[src/tdp_pkg.sv]
`timescale 1ns / 1ps
`default_nettype none

package tdp_pkg;

   localparam int unsigned REQ_NUMBER_WIDTH = 32;
   localparam int unsigned RSP_DIVISOR_WIDTH = 16;
   localparam int unsigned FIRST_DIVISOR = 2;

   typedef struct packed {
      logic load;
      logic div_start;
      logic div_step;
      logic next_div;
      logic out_load;
      logic out_prime;
   } tdp_cmd_type;

   typedef struct packed {
      logic below_two;
      logic past_root;
      logic div_last;
      logic rem_zero;
   } tdp_status_type;

endpackage

`default_nettype wire

[src/tdp_datapath.sv]
`timescale 1ns / 1ps
`default_nettype none

module tdp_datapath
   import tdp_pkg::*;
#(
   parameter int unsigned NUM_WIDTH = 32
) (
   input  wire logic                         clock,
   input  wire logic [REQ_NUMBER_WIDTH-1:0]  req_number,
   input  wire tdp_cmd_type                  cmd,
   output tdp_status_type                    status,
   output logic                              rsp_is_prime,
   output logic [RSP_DIVISOR_WIDTH-1:0]      rsp_least_divisor
);

   localparam int unsigned EW = (NUM_WIDTH < REQ_NUMBER_WIDTH) ? NUM_WIDTH : REQ_NUMBER_WIDTH;
   localparam int unsigned DW = (EW + 1) / 2 + 1;
   localparam int unsigned SW = 2 * DW;
   localparam int unsigned CW = $clog2(EW);
   localparam int unsigned OW = RSP_DIVISOR_WIDTH;

   logic [EW-1:0]  value_ff, value_in;
   logic [DW-1:0]  div_ff, div_in;
   logic [SW-1:0]  sq_ff, sq_in;
   logic [DW-1:0]  rem_ff, rem_in;
   logic [CW-1:0]  cnt_ff, cnt_in;
   logic           prime_ff, prime_in;
   logic [OW-1:0]  ldiv_ff, ldiv_in;

   logic [DW:0]    trial;
   logic [DW:0]    div_ext;
   logic [DW:0]    diff;
   logic [SW-1:0]  value_ext;
   logic [DW+OW-1:0] div_wide;

   assign trial     = {rem_ff, value_ff[cnt_ff]};
   assign div_ext   = {1'b0, div_ff};
   assign diff      = trial - div_ext;
   assign value_ext = {{(SW-EW){1'b0}}, value_ff};
   assign div_wide  = {{OW{1'b0}}, div_ff};

   assign status.below_two = (value_ff < EW'(FIRST_DIVISOR));
   assign status.past_root = (sq_ff > value_ext);
   assign status.div_last  = (cnt_ff == '0);
   assign status.rem_zero  = (rem_ff == '0);

   always_comb begin
      value_in = value_ff;
      div_in   = div_ff;
      sq_in    = sq_ff;
      rem_in   = rem_ff;
      cnt_in   = cnt_ff;
      prime_in = prime_ff;
      ldiv_in  = ldiv_ff;
      if (cmd.load) begin
         value_in = req_number[EW-1:0];
         div_in   = DW'(FIRST_DIVISOR);
         sq_in    = SW'(FIRST_DIVISOR * FIRST_DIVISOR);
      end
      if (cmd.div_start) begin
         rem_in = '0;
         cnt_in = CW'(EW - 1);
      end
      if (cmd.div_step) begin
         if (trial >= div_ext) begin
            rem_in = diff[DW-1:0];
         end else begin
            rem_in = trial[DW-1:0];
         end
         cnt_in = cnt_ff - CW'(1);
      end
      if (cmd.next_div) begin
         div_in = div_ff + DW'(1);
         sq_in  = sq_ff + {{(SW-DW-1){1'b0}}, div_ff, 1'b1};
      end
      if (cmd.out_load) begin
         prime_in = cmd.out_prime;
         if (cmd.out_prime || status.below_two) begin
            ldiv_in = '0;
         end else begin
            ldiv_in = div_wide[OW-1:0];
         end
      end
   end

   always_ff @(posedge clock) begin
      value_ff <= value_in;
      div_ff   <= div_in;
      sq_ff    <= sq_in;
      rem_ff   <= rem_in;
      cnt_ff   <= cnt_in;
      prime_ff <= prime_in;
      ldiv_ff  <= ldiv_in;
   end

   assign rsp_is_prime      = prime_ff;
   assign rsp_least_divisor = ldiv_ff;

   a_start_clears_rem: assert property (@(posedge clock)
      cmd.div_start |=> (rem_ff == '0))
      else $error("remainder not cleared at divide start");

endmodule

`default_nettype wire

[src/tdp_controller.sv]
`timescale 1ns / 1ps
`default_nettype none

module tdp_controller
   import tdp_pkg::*;
(
   input  wire logic            clock,
   input  wire logic            reset,
   input  wire logic            req_valid,
   output logic                 req_ready,
   output logic                 rsp_valid,
   input  wire logic            rsp_ready,
   input  wire tdp_status_type  status,
   output tdp_cmd_type          cmd
);

   typedef enum logic [2:0] {
      ST_IDLE,
      ST_CHECK,
      ST_DIVIDE,
      ST_TEST,
      ST_FINISH
   } state_type;

   state_type state_ff, state_in;
   logic      prime_ff, prime_in;
   logic      rsp_valid_ff, rsp_valid_in;

   always_comb begin
      state_in     = state_ff;
      prime_in     = prime_ff;
      rsp_valid_in = rsp_valid_ff && !rsp_ready;
      cmd          = '0;
      cmd.out_prime = prime_ff;
      unique case (state_ff)
         ST_IDLE: begin
            if (req_valid) begin
               cmd.load = 1'b1;
               state_in = ST_CHECK;
            end
         end
         ST_CHECK: begin
            if (status.below_two) begin
               prime_in = 1'b0;
               state_in = ST_FINISH;
            end else if (status.past_root) begin
               prime_in = 1'b1;
               state_in = ST_FINISH;
            end else begin
               cmd.div_start = 1'b1;
               state_in      = ST_DIVIDE;
            end
         end
         ST_DIVIDE: begin
            cmd.div_step = 1'b1;
            if (status.div_last) begin
               state_in = ST_TEST;
            end
         end
         ST_TEST: begin
            if (status.rem_zero) begin
               prime_in = 1'b0;
               state_in = ST_FINISH;
            end else begin
               cmd.next_div = 1'b1;
               state_in     = ST_CHECK;
            end
         end
         ST_FINISH: begin
            if (!rsp_valid_ff || rsp_ready) begin
               cmd.out_load = 1'b1;
               rsp_valid_in = 1'b1;
               state_in     = ST_IDLE;
            end
         end
         default: begin
            state_in = ST_IDLE;
         end
      endcase
   end

   always_ff @(posedge clock) begin
      if (reset) begin
         state_ff     <= ST_IDLE;
         prime_ff     <= 1'b0;
         rsp_valid_ff <= 1'b0;
      end else begin
         state_ff     <= state_in;
         prime_ff     <= prime_in;
         rsp_valid_ff <= rsp_valid_in;
      end
   end

   assign req_ready = (state_ff == ST_IDLE);
   assign rsp_valid = rsp_valid_ff;

   a_divisor_found: assert property (@(posedge clock) disable iff (reset)
      (state_ff == ST_TEST) && status.rem_zero |=> (state_ff == ST_FINISH) && !prime_ff)
      else $error("exact divisor did not end the search");

   a_small_not_prime: assert property (@(posedge clock) disable iff (reset)
      (state_ff == ST_CHECK) && status.below_two |=> (state_ff == ST_FINISH) && !prime_ff)
      else $error("number below two not reported as composite");

   a_load_sets_valid: assert property (@(posedge clock) disable iff (reset)
      cmd.out_load |=> rsp_valid_ff)
      else $error("result word loaded without valid");

endmodule

`default_nettype wire

[src/trial_division_prime_test_unit.sv]
// Trial division primality tester.
// req channel: one word per number (req_number). Only the low NUM_WIDTH bits
// are tested. req_ready is high only while the unit is idle.
// rsp channel: one word per number: rsp_is_prime and rsp_least_divisor, the
// smallest divisor from 2 upward, or 0 for a prime and for 0 and 1.
// Each candidate divisor d goes through one root check (d*d kept as a running
// square), a bit-serial remainder over the EW tested bits (EW being the tested
// width, NUM_WIDTH, at most 32) and one remainder test.
// The search tries up to isqrt(number) - 1 candidates; a divisor ends it
// early. The next word is accepted the cycle after the result is placed in
// the output register.
// Reset clears the controller and drops rsp_valid; no clearing pass.
// A stalled receiver holds the result in the output register; the unit
// still takes and works a new word, and waits only to hand over its result.
`timescale 1ns / 1ps
`default_nettype none

module trial_division_prime_test_unit
   import tdp_pkg::*;
#(
   parameter int unsigned NUM_WIDTH = 32
) (
   input  wire logic                         clock,
   input  wire logic                         reset,
   input  wire logic                         req_valid,
   output logic                              req_ready,
   input  wire logic [REQ_NUMBER_WIDTH-1:0]  req_number,
   output logic                              rsp_valid,
   input  wire logic                         rsp_ready,
   output logic                              rsp_is_prime,
   output logic [RSP_DIVISOR_WIDTH-1:0]      rsp_least_divisor
);

   tdp_cmd_type    cmd;
   tdp_status_type status;

   tdp_controller u_ctrl (
      .clock     (clock),
      .reset     (reset),
      .req_valid (req_valid),
      .req_ready (req_ready),
      .rsp_valid (rsp_valid),
      .rsp_ready (rsp_ready),
      .status    (status),
      .cmd       (cmd)
   );

   tdp_datapath #(
      .NUM_WIDTH (NUM_WIDTH)
   ) u_dp (
      .clock             (clock),
      .req_number        (req_number),
      .cmd               (cmd),
      .status            (status),
      .rsp_is_prime      (rsp_is_prime),
      .rsp_least_divisor (rsp_least_divisor)
   );

   a_prime_no_divisor: assert property (@(posedge clock) disable iff (reset)
      rsp_valid && rsp_is_prime |-> (rsp_least_divisor == '0))
      else $error("prime word carries a divisor");

endmodule

`default_nettype wire

[config.mk]
export PLATFORM = sky130hd
export DESIGN_NAME = trial_division_prime_test_unit
export DESIGN_NICKNAME = d
export VERILOG_FILES = /design/src/tdp_pkg.sv /design/src/tdp_datapath.sv /design/src/tdp_controller.sv /design/src/trial_division_prime_test_unit.sv
export SDC_FILE = /design/constraint.sdc
export NUM_CORES = 1
export LEC_CHECK = 0
export BUFFER_PORTS_ARGS = -buffer_cell sky130_fd_sc_hd__buf_2
export CAP_MARGIN = 20
export CORE_ASPECT_RATIO = 1.2
export CORE_UTILIZATION = 62
export CTS_CLUSTER_SIZE = 25
export DETAILED_ROUTE_END_ITERATION = 10
export PLACE_DENSITY = 0.86
export SETUP_SLACK_MARGIN = 0.5
export SYNTH_ARGS = -nofsm -noshare
export SYNTH_HDL_FRONTEND = slang
export SYNTH_SLANG_ARGS = --single-unit
[constraint.sdc]
create_clock -name clock -period 5.2 [get_ports clock]
set_input_delay 0.26 -clock clock [delete_from_list [all_inputs] [get_ports clock]]
set_output_delay 0.26 -clock clock [all_outputs]
set_load 0.02 [all_outputs]
==> results of run 1 <==
==> layout by cell type (no fill, tap or decap), types with 7 or more instances in the layout <==
cell type                       Yosys  final
sky130_fd_sc_hd__nand4_1           14     14
sky130_fd_sc_hd__clkbuf_16          0     17
sky130_fd_sc_hd__edfxtp_1         122    122
sky130_fd_sc_hd__xnor2_1           37     37
sky130_fd_sc_hd__nor4_1            14     14
sky130_fd_sc_hd__nand3_1           21     21
sky130_fd_sc_hd__o21ai_0           34     34
sky130_fd_sc_hd__a21oi_1           49     49
sky130_fd_sc_hd__o31ai_1            7      7
sky130_fd_sc_hd__nand2_1           49     49
sky130_fd_sc_hd__xor2_1            12     12
sky130_fd_sc_hd__nand3b_1           7      7
sky130_fd_sc_hd__inv_1             67     67
sky130_fd_sc_hd__and3_1             8      8
sky130_fd_sc_hd__a21o_1            16     16
sky130_fd_sc_hd__mux2i_1           24     24
sky130_fd_sc_hd__buf_2              4     54
sky130_fd_sc_hd__buf_4              2      8
sky130_fd_sc_hd__nor3_1            30     30
sky130_fd_sc_hd__dlygate4sd3_1      0     25
sky130_fd_sc_hd__ha_1              68     68
sky130_fd_sc_hd__nor2_1            76     76
sky130_fd_sc_hd__and2_1             7      7
sky130_fd_sc_hd__or3_1             11     11
==> timing repair <==
item | in CTS | in global routing
setup endpoints to repair | 0 | 3
setup buffers | 0 | 1
endpoints found under the hold margin | 20 | 5
hold buffers | 20 | 5
==> cells in the mapped netlist, drive strengths merged, types with 10 or more instances <==
master	instances	share of area
xnor2	37	0.040
nor2	76	0.035
xor2	12	0.013
nor4	14	0.011
o21ai	35	0.022
clkbuf	11	0.0053
edfxtp	122	0.45
mux2i	24	0.030
buf	10	0.0062
a21o	16	0.015
inv	67	0.031
nor3	30	0.019
a21oi	49	0.030
ha	68	0.11
nand2	49	0.023
nand4	14	0.011
or3	12	0.0094
nand3	21	0.013
==> per-layer routing <==
layer  global-route usage  part of all wire
met5                    0                 0
met4                0.217             0.058
met3               0.0801             0.069
met2                0.538              0.51
met1                0.336              0.36
==> power by group through the flow <==
stage | clock network [mW] | logic (mW) | registers (mW)
6_report | 1.25 | 0.526 | 1.27
5_1_grt | 1.29 | 0.577 | 1.27
4_1_cts | 1.25 | 0.505 | 1.26
3_5_place_dp | 0 | 0.486 | 1.28
3_3_place_gp | 0 | 0.463 | 1.28
2_1_floorplan | 0 | 0.373 | 1.26
==> worst min path at each step <==
stage | start | end | slack, ns | cells after the start
4_1_cts | req_number[10] | u_dp.value_ff[10]$_DFFE_PP_ | 0.0005 | 1
3_5_place_dp | req_number[1] | u_dp.value_ff[1]$_DFFE_PP_ | 0.44 | 1
5_1_grt | req_number[2] | u_dp.value_ff[2]$_DFFE_PP_ | -0.005 | 1
2_1_floorplan | reset | u_ctrl.rsp_valid$_SDFF_PP0_ | 0.33 | 1
3_3_place_gp | req_number[31] | u_dp.value_ff[31]$_DFFE_PP_ | 0.44 | 1
6_report | req_number[2] | u_dp.value_ff[2]$_DFFE_PP_ | 0.004 | 1
==> per-stage QoR <==
step,hold WS [ns],setup slack [ns]
detailed placement,0.438,0.838
finish,0.00447,0.915
CTS,0.000497,0.708
floorplan,0.332,1.13
global route,-0.00549,0.777
global placement,0.437,1.09
==> worst max-delay path, stage by stage, from the launching register on <==
cell and delay (ns):
sky130_fd_sc_hd__edfxtp_1 0.38, sky130_fd_sc_hd__buf_12 0.17, sky130_fd_sc_hd__mux2i_1 0.28, sky130_fd_sc_hd__o221ai_1 0.20, sky130_fd_sc_hd__and3_1 0.25, sky130_fd_sc_hd__o31ai_1 0.44
sky130_fd_sc_hd__ha_1 0.27, sky130_fd_sc_hd__inv_1 0.06, sky130_fd_sc_hd__fa_1 0.43, sky130_fd_sc_hd__a21oi_1 0.16, sky130_fd_sc_hd__o211a_1 0.23, sky130_fd_sc_hd__o211a_1 0.23
sky130_fd_sc_hd__nor2_1 0.09, sky130_fd_sc_hd__o221ai_2 0.22, sky130_fd_sc_hd__buf_4 0.26, sky130_fd_sc_hd__mux2i_1 0.24, sky130_fd_sc_hd__nor2_1 0.07
==> logic make-up (layout without fill, tap and decap cells) <==
logic type,after synthesis,in the layout,share of synthesized area
AOI/OAI and AO/OA,149,149,0.118
xor gates and xnor gates,49,49,0.0531
adders and majority gates,70,70,0.110
buffers and inverters,88,187,0.0426
DFF,127,127,0.466
muxes,28,28,0.0409
other,0,1,0
and+or+nand+nor,271,271,0.170
==> cell type report <==
class	count	area share
clock inverters	9	0.0142
clock buffers	23	0.0518
diodes	1	0.000265
flip-flops and latches	127	0.399
multi-input cells	567	0.422
inverters	67	0.0267
repair buffers	88	0.0637
well taps	164	0.0218
==> sequential cells by signal, summed over array words and instances (netlist names) <==
| signal | flops |
|---|---|
| u_ctrl.prime_ff | 1 |
| u_ctrl.rsp_valid | 1 |
| u_ctrl.state_ff | 3 |
| u_dp.cnt_ff | 5 |
| u_dp.div_ff | 17 |
| u_dp.rem_ff | 17 |
| u_dp.rsp_is_prime | 1 |
| u_dp.rsp_least_divisor | 16 |
| u_dp.sq_ff | 34 |
| u_dp.value_ff | 32 |
==> flow_metrics.env, run 1 <==
export IMPL_die_area_um2=13500
export IMPL_post_synth_edffs=122
export IMPL_fin_crit_ns=4.28
export IMPL_p_seq_frac=0.417
export IMPL_ys_flop_type="sky130_fd_sc_hd__edfxtp_1"
export IMPL_p_sw_frac=0.271
export IMPL_clk_insertion_delay_late_ns=0.44
export IMPL_grt_first_pass_wirelength_um=32000
export IMPL_crit_path_end="u_dp.rem_ff[11]$_SDFFCE_PN0P_"
export IMPL_global_route_overflow_total=0
export IMPL_drt_iter0_drcs=595
export IMPL_final_cell_area_um2=9430
export IMPL_cts_root_buf="sky130_fd_sc_hd__clkbuf_16"
export IMPL_cts_root_to_sink_buffers=2
export IMPL_finish_utilization=0.744
export IMPL_first_global_vias=6560
export IMPL_start_util=0.638
export IMPL_fin_skew_ns=0.0122
export IMPL_post_layout_nonfiller_instances=1046
export IMPL_ioPinCount=55
export IMPL_overall_power_consumption_mw=3.05
export IMPL_crit_start="u_dp.cnt_ff[0]$_SDFFCE_PN1P_"
export IMPL_report_final_slew_viol_count=0
export IMPL_critical_path_endpoint_type="flip-flop"
export IMPL_post_route_cells_drive_above_1_share=0.128
export IMPL_pin_count_of_the_biggest_net_entering_global_routing=51
export IMPL_area_of_all_sequential_standard_cells_um2=3760
export IMPL_tritoncts="yes"
export IMPL_nNetsFinal=974
export IMPL_numCtsBuffers=17
export IMPL_timing_critical_path_required_ns=5.35
export IMPL_synth_cell_type_count=62
export IMPL_fin_tns_setup_ns=0
export IMPL_internal_power_mw=2.22
export IMPL_ant_nets=0
export IMPL_critical_path_class="reg -> reg"
export IMPL_drt_wirelength_per_cell_um=20.2
export IMPL_rsz_0062_raised_after_global_routing="no"
export IMPL_regToRegStartpoint="u_dp.cnt_ff[0]$_SDFFCE_PN1P_"
export IMPL_firstDrtPassIters=6
export IMPL_synthesis_area_per_instance_um2=10.3
export IMPL_reg2reg_to="u_dp.rem_ff[11]$_SDFFCE_PN0P_"
export IMPL_number_of_antenna_violations_at_the_first_check_in_global_routing=1
export IMPL_detailed_place_hpwl_um=14000
export IMPL_multi_input_area_um2=3980
export IMPL_leakagePower_nw=3.80
export IMPL_max_cap_viol_count=0
export IMPL_hold_class="in -> reg"
export IMPL_placed_area_um2=8530
export IMPL_synth_cell_area_um2=8080
export IMPL_port_buffer_count=54
export IMPL_cts_resized=0
export IMPL_routed_via_count=6720
export IMPL_routed_wl_um=21200
export IMPL_critical_path_arrival_ns=4.44
export IMPL_synth_fp_nets=888
export IMPL_rows=45
export IMPL_chipWidth_um=106
export IMPL_finalSetupViolCount=0
export IMPL_p_switching_mw=0.825
export IMPL_yosys_register_bits=127
export IMPL_start_kind="flip-flop"
export IMPL_power_share_combinational=0.172
export IMPL_die_height_um=127
export IMPL_timing_slew_headroom=0.309
export IMPL_yosysWarningCount=0
export IMPL_worst_slew_pin_transition_ns=1.03
export IMPL_async_flop_share=0
export IMPL_grt_use_total=0.313
export IMPL_num_fill_cells=824
export IMPL_placedCellCount=987
export IMPL_status="completed"
export IMPL_ff2ff_setup_slack_ns=0.92
export IMPL_r2r_worst_path_cells=16
export IMPL_final_worst_path_period_share=0.824
export IMPL_flow_area_growth_from_synthesis_pct=16.7
export IMPL_drc_errors=0
export IMPL_max_clock_freq_mhz=233
export IMPL_power_per_cell_area_nw_per_um2=323
export IMPL_clock_tree_htree_level_count=4
export IMPL_ir_drop_uv=297
export IMPL_syn_inst=782
export IMPL_detail_route_vias_per_cell=6.42
export IMPL_worst_path_max_fanout=15
export IMPL_core_um2=12700
export IMPL_timing_final_hold_violations=0
export IMPL_yosysSeqAreaShare=0.466
export IMPL_clockPowerShare=0.411
export IMPL_cts_sinks=127
export IMPL_cts_reportedPaths_clkPinSlew_ns=0.06
export IMPL_routability_congestion_estimate_from_global_placement=0.943
Note: power is estimated with default switching activity, not from simulation.
==> run 2, diff against run 1 <==
--- a/config.mk
+++ b/config.mk
@@ -5,13 +5,14 @@
 export SDC_FILE = /design/constraint.sdc
 export NUM_CORES = 1
 export LEC_CHECK = 0
+export ABC_AREA = 1
 export BUFFER_PORTS_ARGS = -buffer_cell sky130_fd_sc_hd__buf_2
 export CAP_MARGIN = 20
 export CORE_ASPECT_RATIO = 1.2
-export CORE_UTILIZATION = 62
+export CORE_UTILIZATION = 56
 export CTS_CLUSTER_SIZE = 25
 export DETAILED_ROUTE_END_ITERATION = 10
-export PLACE_DENSITY = 0.86
+export PLACE_DENSITY = 0.83
 export SETUP_SLACK_MARGIN = 0.5
 export SYNTH_ARGS = -nofsm -noshare
 export SYNTH_HDL_FRONTEND = slang
==> constraint.sdc (replaced) <==
create_clock -name clock -period 3.9 [get_ports clock]
set_input_delay 0.195 -clock clock [delete_from_list [all_inputs] [get_ports clock]]
set_output_delay 0.195 -clock clock [all_outputs]
set_load 0.02 [all_outputs]
==> run 2 against run 1 <==
Worst hold slack better by 0.041 ns. Global-route usage shrank 1.0 points. Power is 63% higher. Combinational power increased to 2.8 times the previous value. Synthesized cell count up 26%. Cell count increased by 25%. Register-to-register slack got worse by 0.30 ns. Synthesized area rose by 4.0%. Via count grew 13%. Critical endpoint is now u_dp.rem_ff[12]$_SDFFCE_PN0P_. Largest power group unchanged.
==> flow_metrics.env, run 2 <==
export IMPL_die_height_um=136
export IMPL_die_area_um2=15500
export IMPL_regToRegStartpoint="u_dp.cnt_ff[0]$_SDFFCE_PN1P_"
export IMPL_critical_path_class="reg -> reg"
export IMPL_crit_start="u_dp.cnt_ff[0]$_SDFFCE_PN1P_"
export IMPL_clk_insertion_delay_late_ns=0.43
export IMPL_max_stage_delay_ns=0.47
export IMPL_worst_path_max_fanout=20
export IMPL_timing_final_hold_violations=0
export IMPL_final_setup_worst_slack_ns=0.618
export IMPL_synth_cell_area_um2=8400
export IMPL_critical_path_endpoint_type="flip-flop"
export IMPL_syn_inst=988
export IMPL_grt_use_total=0.303
export IMPL_synthesis_area_per_instance_um2=8.50
export IMPL_final_cell_area_um2=9880
export IMPL_max_clock_freq_mhz=305
export IMPL_cts_root_to_sink_buffers=2
export IMPL_holdCritStartpoint="rsp_ready"
export IMPL_flow_area_growth_from_synthesis_pct=17.6
export IMPL_firstDrtPassIters=8
export IMPL_first_global_vias=7325
export IMPL_ioPinCount=55
export IMPL_detail_route_vias_per_cell=5.79
export IMPL_yosys_register_bits=127
export IMPL_ant_nets=0
export IMPL_overall_power_consumption_mw=4.97
export IMPL_critical_path_s_slowest_cell="sky130_fd_sc_hd__edfxtp_1"
export IMPL_largestRegisters="u_dp.sq_ff: 34 flops, u_dp.value_ff: 32 flops"
export IMPL_detailed_place_hpwl_um=15200
export IMPL_timing_critical_path_required_ns=4.07
export IMPL_synth_largest_area_cell="sky130_fd_sc_hd__edfxtp_1"
export IMPL_ir_drop_uv=365
export IMPL_drt_iter0_drcs=685
export IMPL_critical_path_arrival_ns=3.46
export IMPL_crit_chain="buf_6 > a21oi_1 > o21ai_0 > nand3_1 > o211ai_1 > nand2_1 > nand2_1 > o21ai_2 > inv_1 > ha_1 > inv_1 > fa_2 > nand3_1 > nand2_1 > a21boi_2 > o21ai_1 > nand2_1 > nand2_1 > xnor2_1 > a21oi_1"
export IMPL_routability_congestion_estimate_from_global_placement=0.952
export IMPL_power_per_cell_area_nw_per_um2=503
export IMPL_async_flop_share=0
export IMPL_core_um2=14500
export IMPL_routed_wl_um=22400
export IMPL_report_final_slew_viol_count=0
export IMPL_start_util=0.578
export IMPL_rsz_0062_raised_after_global_routing="yes"
export IMPL_nNetsFinal=1199
export IMPL_fin_crit_ns=3.28
export IMPL_synth_fp_nets=1094
export IMPL_fin_skew_ns=0.0143
export IMPL_preCtsSetupSlack_ns=0.418
export IMPL_timing_slew_headroom=0.393
export IMPL_pin_count_of_the_biggest_net_entering_global_routing=52
export IMPL_layout_commonest_cell="sky130_fd_sc_hd__nand2_1"
export IMPL_final_worst_path_period_share=0.842
export IMPL_routed_via_count=7566
export IMPL_max_cap_viol_count=0
export IMPL_placedCellCount=1234
export IMPL_ys_flop_type="sky130_fd_sc_hd__edfxtp_1"
export IMPL_synth_cell_type_count=46
export IMPL_yosysWarningCount=0
export IMPL_worst_slew_pin_transition_ns=0.910
export IMPL_synth_most_common_cell="sky130_fd_sc_hd__nand2_1"
export IMPL_drc_errors=0
export IMPL_number_of_antenna_violations_at_the_first_check_in_global_routing=0
export IMPL_largest_register_ffs=34
export IMPL_cts_reportedPaths_clkPinSlew_ns=0.06
export IMPL_numCtsBuffers=17
export IMPL_regMostFlops="u_dp.sq_ff"
export IMPL_yosysSeqAreaShare=0.448
export IMPL_most_common_layout_cells="176 x sky130_fd_sc_hd__nand2_1, 139 x sky130_fd_sc_hd__inv_1, 122 x sky130_fd_sc_hd__edfxtp_1"
export IMPL_rows=48
export IMPL_post_route_cells_drive_above_1_share=0.117
export IMPL_timing_hold_ws_ns=0.0454
export IMPL_antenna_diode_count=0
export IMPL_post_layout_nonfiller_instances=1306
export IMPL_post_synth_edffs=122
export IMPL_cts_root_buf="sky130_fd_sc_hd__clkbuf_16"
export IMPL_top_post_synthesis_cells_by_count="176 x sky130_fd_sc_hd__nand2_1, 140 x sky130_fd_sc_hd__inv_1, 122 x sky130_fd_sc_hd__edfxtp_1"
export IMPL_status="completed"
export IMPL_finalSetupViolCount=0
export IMPL_clock_tree_htree_level_count=4
export IMPL_chipWidth_um=114
export IMPL_netlist_top_cells_area="sky130_fd_sc_hd__edfxtp_1 44%, sky130_fd_sc_hd__ha_1 10%, sky130_fd_sc_hd__nand2_1 7.9%, sky130_fd_sc_hd__a21oi_1 6.9%, sky130_fd_sc_hd__inv_1 6.3%"
export IMPL_fin_tns_setup_ns=0
export IMPL_placed_area_um2=8910
export IMPL_proportion_of_netlist_area_held_by_the_largest_area_contributor=0.436
export IMPL_cp_common_cell="sky130_fd_sc_hd__nand2_1"
export IMPL_port_buffer_count=54
export IMPL_cts_sinks=127
export IMPL_global_route_overflow_total=0
export IMPL_grt_first_pass_wirelength_um=35400
export IMPL_start_kind="flip-flop"
export IMPL_hold_class="in -> reg"
export IMPL_tritoncts="yes"
export IMPL_drt_wirelength_per_cell_um=17.2
export IMPL_finish_utilization=0.680
export IMPL_leakagePower_nw=4.28
## run 2: cell types whose count changed in the layout (fill, tap and decap cells not counted), sizes merged, moves of 10 or more
cell,previous run,this run
o21ai,35,76
a21o,16,6
or3,12,0
a21oi,49,115
inv,67,144
mux2i,24,0
nor2,76,103
nand3,21,42
xnor2,37,8
nand2,49,177
## run 2: power breakdown
group,internal (mW),switching [mW],total [mW]
clock,0.934,0.609,1.54
combinational,0.505,0.987,1.49
sequential,1.75,0.179,1.93
total,3.19,1.77,4.97
## run 2: per-layer routing
layer	share of wire	global-route usage	up-vias
met4	0.062	0.204	0
met2	0.49	0.519	358
met3	0.066	0.0700	118
met1	0.38	0.335	3470
met5	0	0	-
li1	-	-	3620
## run 2: logic make-up after synthesis
group / Yosys count / share of synthesized area
AO/OA/AOI/OAI: 228 / 0.150
flip-flops: 127 / 0.448
XOR/XNOR: 21 / 0.0219
AND/OR/NAND/NOR: 382 / 0.200
buffers and inverters: 160 / 0.0748
adder cells (fa/ha/maj): 70 / 0.106
## run 2: layout make-up
class	count	area, um2
clock inverter	11	118
timing repair buffer	102	717
multi-input combinational	701	4050
tap	200	250
inverter	144	541
clock buffer	21	440
sequential	127	3760
fill	1117	4660
## run 2: what timing repair did
action | CTS | global route
gates resized for setup | 3 | 9
hold buffers | 33 | 0
pin swaps | 0 | 2
endpoints found under the hold margin | 36 | 0
setup buffers | 2 | 5
setup endpoints to repair | 8 | 17
## run 2: worst paths after layout
check / to / slack [ns] / depth (start not counted)
worst max-delay path: u_dp.rem_ff[12]$_SDFFCE_PN0P_ / 0.62 / 20
worst min-delay path: u_ctrl.rsp_valid$_SDFF_PP0_ / 0.05 / 4
worst max register to register: u_dp.rem_ff[12]$_SDFFCE_PN0P_ / 0.62 / 20
worst min register to register: u_dp.rsp_is_prime$_DFFE_PP_ / 0.47 / 0
## run 2: critical path, delay by kind of cell (launching register included)
kind,cells,cell delay (ns)
simple gates,7,0.67
compound gates,7,0.98
flops,1,0.47
fa+ha+maj,2,0.42
xor+xnor,1,0.11
buf+inv,3,0.36
==> run 3, diff against run 2 <==
--- a/config.mk
+++ b/config.mk
@@ -5,7 +5,7 @@
 export SDC_FILE = /design/constraint.sdc
 export NUM_CORES = 1
 export LEC_CHECK = 0
-export ABC_AREA = 1
+export ABC_AREA = 0
 export BUFFER_PORTS_ARGS = -buffer_cell sky130_fd_sc_hd__buf_2
 export CAP_MARGIN = 20
 export CORE_ASPECT_RATIO = 1.2
==> constraint.sdc (replaced) <==
create_clock -name clock -period 2.8 [get_ports clock]
set_input_delay 0.14 -clock clock [delete_from_list [all_inputs] [get_ports clock]]
set_output_delay 0.14 -clock clock [all_outputs]
set_load 0.02 [all_outputs]
==> run 3 against run 2 <==
The flow now stops in global routing (5_1_grt). Synthesized area fell by 3.8%. Synthesized cell count decreased by 21%.
==> flow_metrics.env, run 3 <==
export IMPL_largest_family_of_logic_cells_by_synthesized_area="simple AND/OR/NAND/NOR gates"
export IMPL_synth_xor_area_share=0.0531
export IMPL_rows=47
export IMPL_run_stop_error="[ERROR GRT-0232] Routing congestion too high. Check the congestion heatmap in the GUI."
export IMPL_synth_fp_nets=888
export IMPL_status="did not finish"
export IMPL_synthSimpleGateAreaFrac=0.170
export IMPL_timing_worst_endpoint_kind="register data pin"
export IMPL_async_flop_share=0
export IMPL_post_synth_edffs=122
export IMPL_synthesis_area_per_instance_um2=10.3
export IMPL_yosys_register_bits=127
export IMPL_yosysWarningCount=0
export IMPL_numCtsBuffers=17
export IMPL_die_height_um=134
export IMPL_syn_inst=782
export IMPL_synthMuxAreaShare=0.0409
export IMPL_clock_tree_htree_level_count=4
export IMPL_synth_cell_type_count=62
export IMPL_placedCellCount=1104
export IMPL_routability_congestion_estimate_from_global_placement=0.940
export IMPL_start_util=0.580
export IMPL_netlist_top_cells_area="sky130_fd_sc_hd__edfxtp_1 45%, sky130_fd_sc_hd__ha_1 11%, sky130_fd_sc_hd__xnor2_1 4.0%, sky130_fd_sc_hd__nor2_1 3.5%, sky130_fd_sc_hd__inv_1 3.1%"
export IMPL_grt_use_total=0.606
export IMPL_chipWidth_um=112
export IMPL_cts_sinks=127
export IMPL_top_post_synthesis_cells_by_count="122 x sky130_fd_sc_hd__edfxtp_1, 76 x sky130_fd_sc_hd__nor2_1, 68 x sky130_fd_sc_hd__ha_1"
export IMPL_global_route_overflow_total=10
export IMPL_worstEndpointGrtRepair="u_dp.rem_ff[12]$_SDFFCE_PN0P_/D"
export IMPL_share_of_synthesized_cell_area_in_full_adder_half_adder_and_majority_cells=0.110
export IMPL_detailed_place_hpwl_um=15900
export IMPL_yosysSeqAreaShare=0.466
export IMPL_pin_count_of_the_biggest_net_entering_global_routing=52
export IMPL_ioPinCount=55
export IMPL_proportion_of_netlist_area_held_by_the_largest_area_contributor=0.453
export IMPL_placed_area_um2=9570
export IMPL_lastStage="global routing (5_1_grt)"
export IMPL_synth_compound_area_share=0.118
export IMPL_port_buffer_count=54
export IMPL_synth_cell_area_um2=8080
export IMPL_cts_root_to_sink_buffers=2
export IMPL_synth_largest_area_cell="sky130_fd_sc_hd__edfxtp_1"
export IMPL_ys_flop_type="sky130_fd_sc_hd__edfxtp_1"
export IMPL_synth_most_common_cell="sky130_fd_sc_hd__edfxtp_1"
export IMPL_cts_root_buf="sky130_fd_sc_hd__clkbuf_16"
run 3: kinds of logic after synthesis:
| logic type | Yosys count |
|---|---|
| AO/OA/AOI/OAI | 149 |
| XOR/XNOR | 49 |
| adder cells (fa/ha/maj) | 70 |
| buffers and inverters | 88 |
| flip-flops | 127 |
| multiplexers | 28 |
| AND/OR/NAND/NOR | 271 |
run 3: routing by layer:
layer	GRT usage	GRT overflow
met4	0.633	5
met5	0.193	1
met2	0.809	4
met3	0.422	0
met1	0.577	0
run 3: metrics by stage:
step | setup slack (ns) | TNS, ns | hold WS [ns] | utilization
after CTS | -0.895 | -26.26 | 0.0728 | 0.813
after global placement | -0.807 | -23.00 | 0.316 | 0.686
after floorplan | -0.537 | -20.40 | 0.212 | -
after detailed placement | -0.979 | -25.83 | 0.319 | 0.686
run 3: what timing repair did:
action,4_1_cts
hold endpoints to repair,36
resized for setup,99
endpoints found under the setup margin,152
hold buffers,33
cloned,2
buffers inserted,42
pin swaps,44
==> run 4, diff against run 3 <==
--- a/config.mk
+++ b/config.mk
@@ -8,12 +8,9 @@
 export ABC_AREA = 0
 export BUFFER_PORTS_ARGS = -buffer_cell sky130_fd_sc_hd__buf_2
 export CAP_MARGIN = 20
-export CORE_ASPECT_RATIO = 1.2
-export CORE_UTILIZATION = 56
-export CTS_CLUSTER_SIZE = 25
+export CORE_UTILIZATION = 40
 export DETAILED_ROUTE_END_ITERATION = 10
-export PLACE_DENSITY = 0.83
-export SETUP_SLACK_MARGIN = 0.5
+export PLACE_DENSITY_LB_ADDON = 0.15
 export SYNTH_ARGS = -nofsm -noshare
 export SYNTH_HDL_FRONTEND = slang
 export SYNTH_SLANG_ARGS = --single-unit
==> constraint.sdc (replaced) <==
create_clock -name clock -period 3.6 [get_ports clock]
set_input_delay 0.18 -clock clock [delete_from_list [all_inputs] [get_ports clock]]
set_output_delay 0.18 -clock clock [all_outputs]
set_load 0.02 [all_outputs]
==> run 4 against run 3 <==
The flow now finishes, with violations (setup timing).
==> flow_metrics.env, run 4 (synthesis gave the netlist of run 1 again) <==
export IMPL_status="complete, but fails checks"
export IMPL_failed_checks="setup timing"
export IMPL_detail_route_vias_per_cell=5.43
export IMPL_max_stage_delay_ns=0.53
export IMPL_layout_commonest_cell="sky130_fd_sc_hd__edfxtp_1"
export IMPL_detailed_place_hpwl_um=15800
export IMPL_numCtsBuffers=17
export IMPL_routability_congestion_estimate_from_global_placement=0.943
export IMPL_firstDrtPassIters=5
export IMPL_timing_hold_ws_ns=0.0246
export IMPL_routed_via_count=6569
export IMPL_ioPinCount=55
export IMPL_r2r_worst_path_cells=16
export IMPL_finalSetupViolCount=17
export IMPL_final_setup_worst_slack_ns=-0.122
export IMPL_die_area_um2=20800
export IMPL_critical_path_s_slowest_cell="sky130_fd_sc_hd__mux4_2"
export IMPL_max_clock_freq_mhz=269
export IMPL_ir_drop_uv=336
export IMPL_holdCritStartpoint="reset"
export IMPL_hold_end="u_ctrl.rsp_valid$_SDFF_PP0_"
export IMPL_drc_errors=0
export IMPL_clock_tree_htree_level_count=4
export IMPL_grt_use_total=0.219
export IMPL_power_per_cell_area_nw_per_um2=423
export IMPL_timing_final_hold_violations=0
export IMPL_critical_path_endpoint_type="flip-flop"
export IMPL_port_buffer_count=54
export IMPL_min_delay_path_depth=2
export IMPL_final_worst_path_period_share=1.03
export IMPL_ant_nets=0
export IMPL_drt_wirelength_per_cell_um=17.9
export IMPL_cts_root_to_sink_buffers=2
export IMPL_first_global_vias=6602
export IMPL_routed_wl_um=21600
export IMPL_leakagePower_nw=4.09
export IMPL_critical_path_class="reg -> reg"
export IMPL_post_route_cells_drive_above_1_share=0.208
export IMPL_number_of_antenna_violations_at_the_first_check_in_global_routing=0
export IMPL_max_cap_viol_count=0
export IMPL_largestRegisters="u_dp.sq_ff: 34 flops, u_dp.value_ff: 32 flops"
export IMPL_report_final_slew_viol_count=0
export IMPL_timing_critical_path_required_ns=3.74
export IMPL_hold_class="in -> reg"
export IMPL_tritoncts="yes"
export IMPL_reg2reg_to="u_dp.rem_ff[1]$_SDFFCE_PN0P_"
export IMPL_most_common_layout_cells="122 x sky130_fd_sc_hd__edfxtp_1, 74 x sky130_fd_sc_hd__nor2_1, 67 x sky130_fd_sc_hd__ha_1"
export IMPL_start_util=0.411
export IMPL_rows=51
export IMPL_worst_path_max_fanout=7
export IMPL_critical_path_arrival_ns=3.86
export IMPL_clk_insertion_delay_late_ns=0.42
export IMPL_regToRegStartpoint="u_dp.cnt_ff[0]$_SDFFCE_PN1P_"
export IMPL_pin_count_of_the_biggest_net_entering_global_routing=52
export IMPL_chipWidth_um=144
export IMPL_largest_register_ffs=34
export IMPL_cts_reportedPaths_clkPinSlew_ns=0.06
export IMPL_preCtsSetupSlack_ns=-0.350
export IMPL_flow_area_growth_from_synthesis_pct=26.5
export IMPL_global_route_overflow_total=0
export IMPL_placedCellCount=1136
export IMPL_ff2ff_setup_slack_ns=-0.12
export IMPL_start_kind="flip-flop"
export IMPL_core_um2=19700
export IMPL_cts_root_buf="sky130_fd_sc_hd__clkbuf_16"
export IMPL_grt_first_pass_wirelength_um=34300
export IMPL_overall_power_consumption_mw=4.32
export IMPL_nNetsFinal=1037
export IMPL_worst_slew_pin_transition_ns=0.856
export IMPL_antenna_diode_count=0
export IMPL_drt_iter0_drcs=284
export IMPL_fin_crit_ns=3.72
export IMPL_cts_sinks=127
export IMPL_post_layout_nonfiller_instances=1209
export IMPL_regMostFlops="u_dp.sq_ff"
export IMPL_timing_slew_headroom=0.428
export IMPL_rsz_0062_raised_after_global_routing="yes"
export IMPL_die_height_um=144
export IMPL_fin_skew_ns=0.00733
export IMPL_crit_chain="buf_6 > mux4_2 > o32ai_4 > o21ai_2 > o31ai_4 > ha_4 > inv_2 > fa_2 > a21oi_2 > o211a_1 > o211a_1 > nor2_4 > o221ai_4 > buf_6 > mux2i_2 > nor2_1"
[run 4: worst max path at each step]
| stage | from | endpoint | slack, ns | cells past startpoint |
|---|---|---|---|---|
| 6_report | u_dp.cnt_ff[0]$_SDFFCE_PN1P_ | u_dp.rem_ff[1]$_SDFFCE_PN0P_ | -0.12 | 16 |
| 5_1_grt | u_dp.cnt_ff[0]$_SDFFCE_PN1P_ | u_dp.rem_ff[1]$_SDFFCE_PN0P_ | -0.29 | 16 |
| 4_1_cts | u_dp.cnt_ff[0]$_SDFFCE_PN1P_ | u_dp.rem_ff[3]$_SDFFCE_PN0P_ | -0.15 | 18 |
| 3_5_place_dp | u_dp.cnt_ff[0]$_SDFFCE_PN1P_ | u_dp.rem_ff[12]$_SDFFCE_PN0P_ | -0.35 | 18 |
| 3_3_place_gp | u_dp.cnt_ff[0]$_SDFFCE_PN1P_ | u_dp.rem_ff[7]$_SDFFCE_PN0P_ | -0.23 | 18 |
| 2_1_floorplan | u_dp.cnt_ff[0]$_SDFFCE_PN1P_ | u_dp.rem_ff[10]$_SDFFCE_PN0P_ | 0.03 | 17 |
[run 4: where the power goes]
| group | leakage [nW] | switching (mW) | internal [mW] |
|---|---|---|---|
| logic | 2.64 | 0.472 | 0.401 |
| clock network | 0.257 | 0.686 | 0.942 |
| registers | 1.20 | 0.0920 | 1.73 |
[run 4: stage by stage]
stage / area [um2] / util / TNS [ns]
final: 10200 / 0.520 / -1.30
after global routing: 10200 / 0.520 / -4.34
after CTS: 10000 / 0.511 / -2.02
after detailed placement: 9060 / 0.461 / -5.28
after global placement: 9060 / 0.461 / -3.31
after floorplan: 8100 / - / 0
[run 4: final cells by class]
cell class	count	area, um2
multi-input cells	567	4180
clock buffers	17	425
clock inverters	15	123
inverters	67	251
well taps	265	332
flip-flops and latches	127	3760
repair buffers	151	1150
fillers	1778	9430
[run 4: critical path: cells and delay by family, from the launching register on]
family                     cells  cell delay [ns]
adders and majority gates      2             0.52
AOI/OAI and AO/OA              7             1.26
DFF                            1             0.41
buffers and inverters          3             0.38
muxes                          2             0.76
and+or+nand+nor                2             0.11
[run 4: layer usage]
layer / vias to the layer above / share of wire / track usage
met5: - / 0 / 0
met4: 0 / 0.034 / 0.0992
met3: 44 / 0.035 / 0.0377
met2: 182 / 0.49 / 0.373
met1: 3148 / 0.44 / 0.272
li1: 3195 / - / -
[run 4: repair_timing]
action / 4_1_cts / 5_1_grt
pin swaps: 13 / 17
setup endpoints to repair: 17 / 17
cloned: 2 / 0
resized for setup: 22 / 28
hold buffers: 32 / 0
buffers inserted: 3 / 5
hold endpoints to repair: 32 / 0
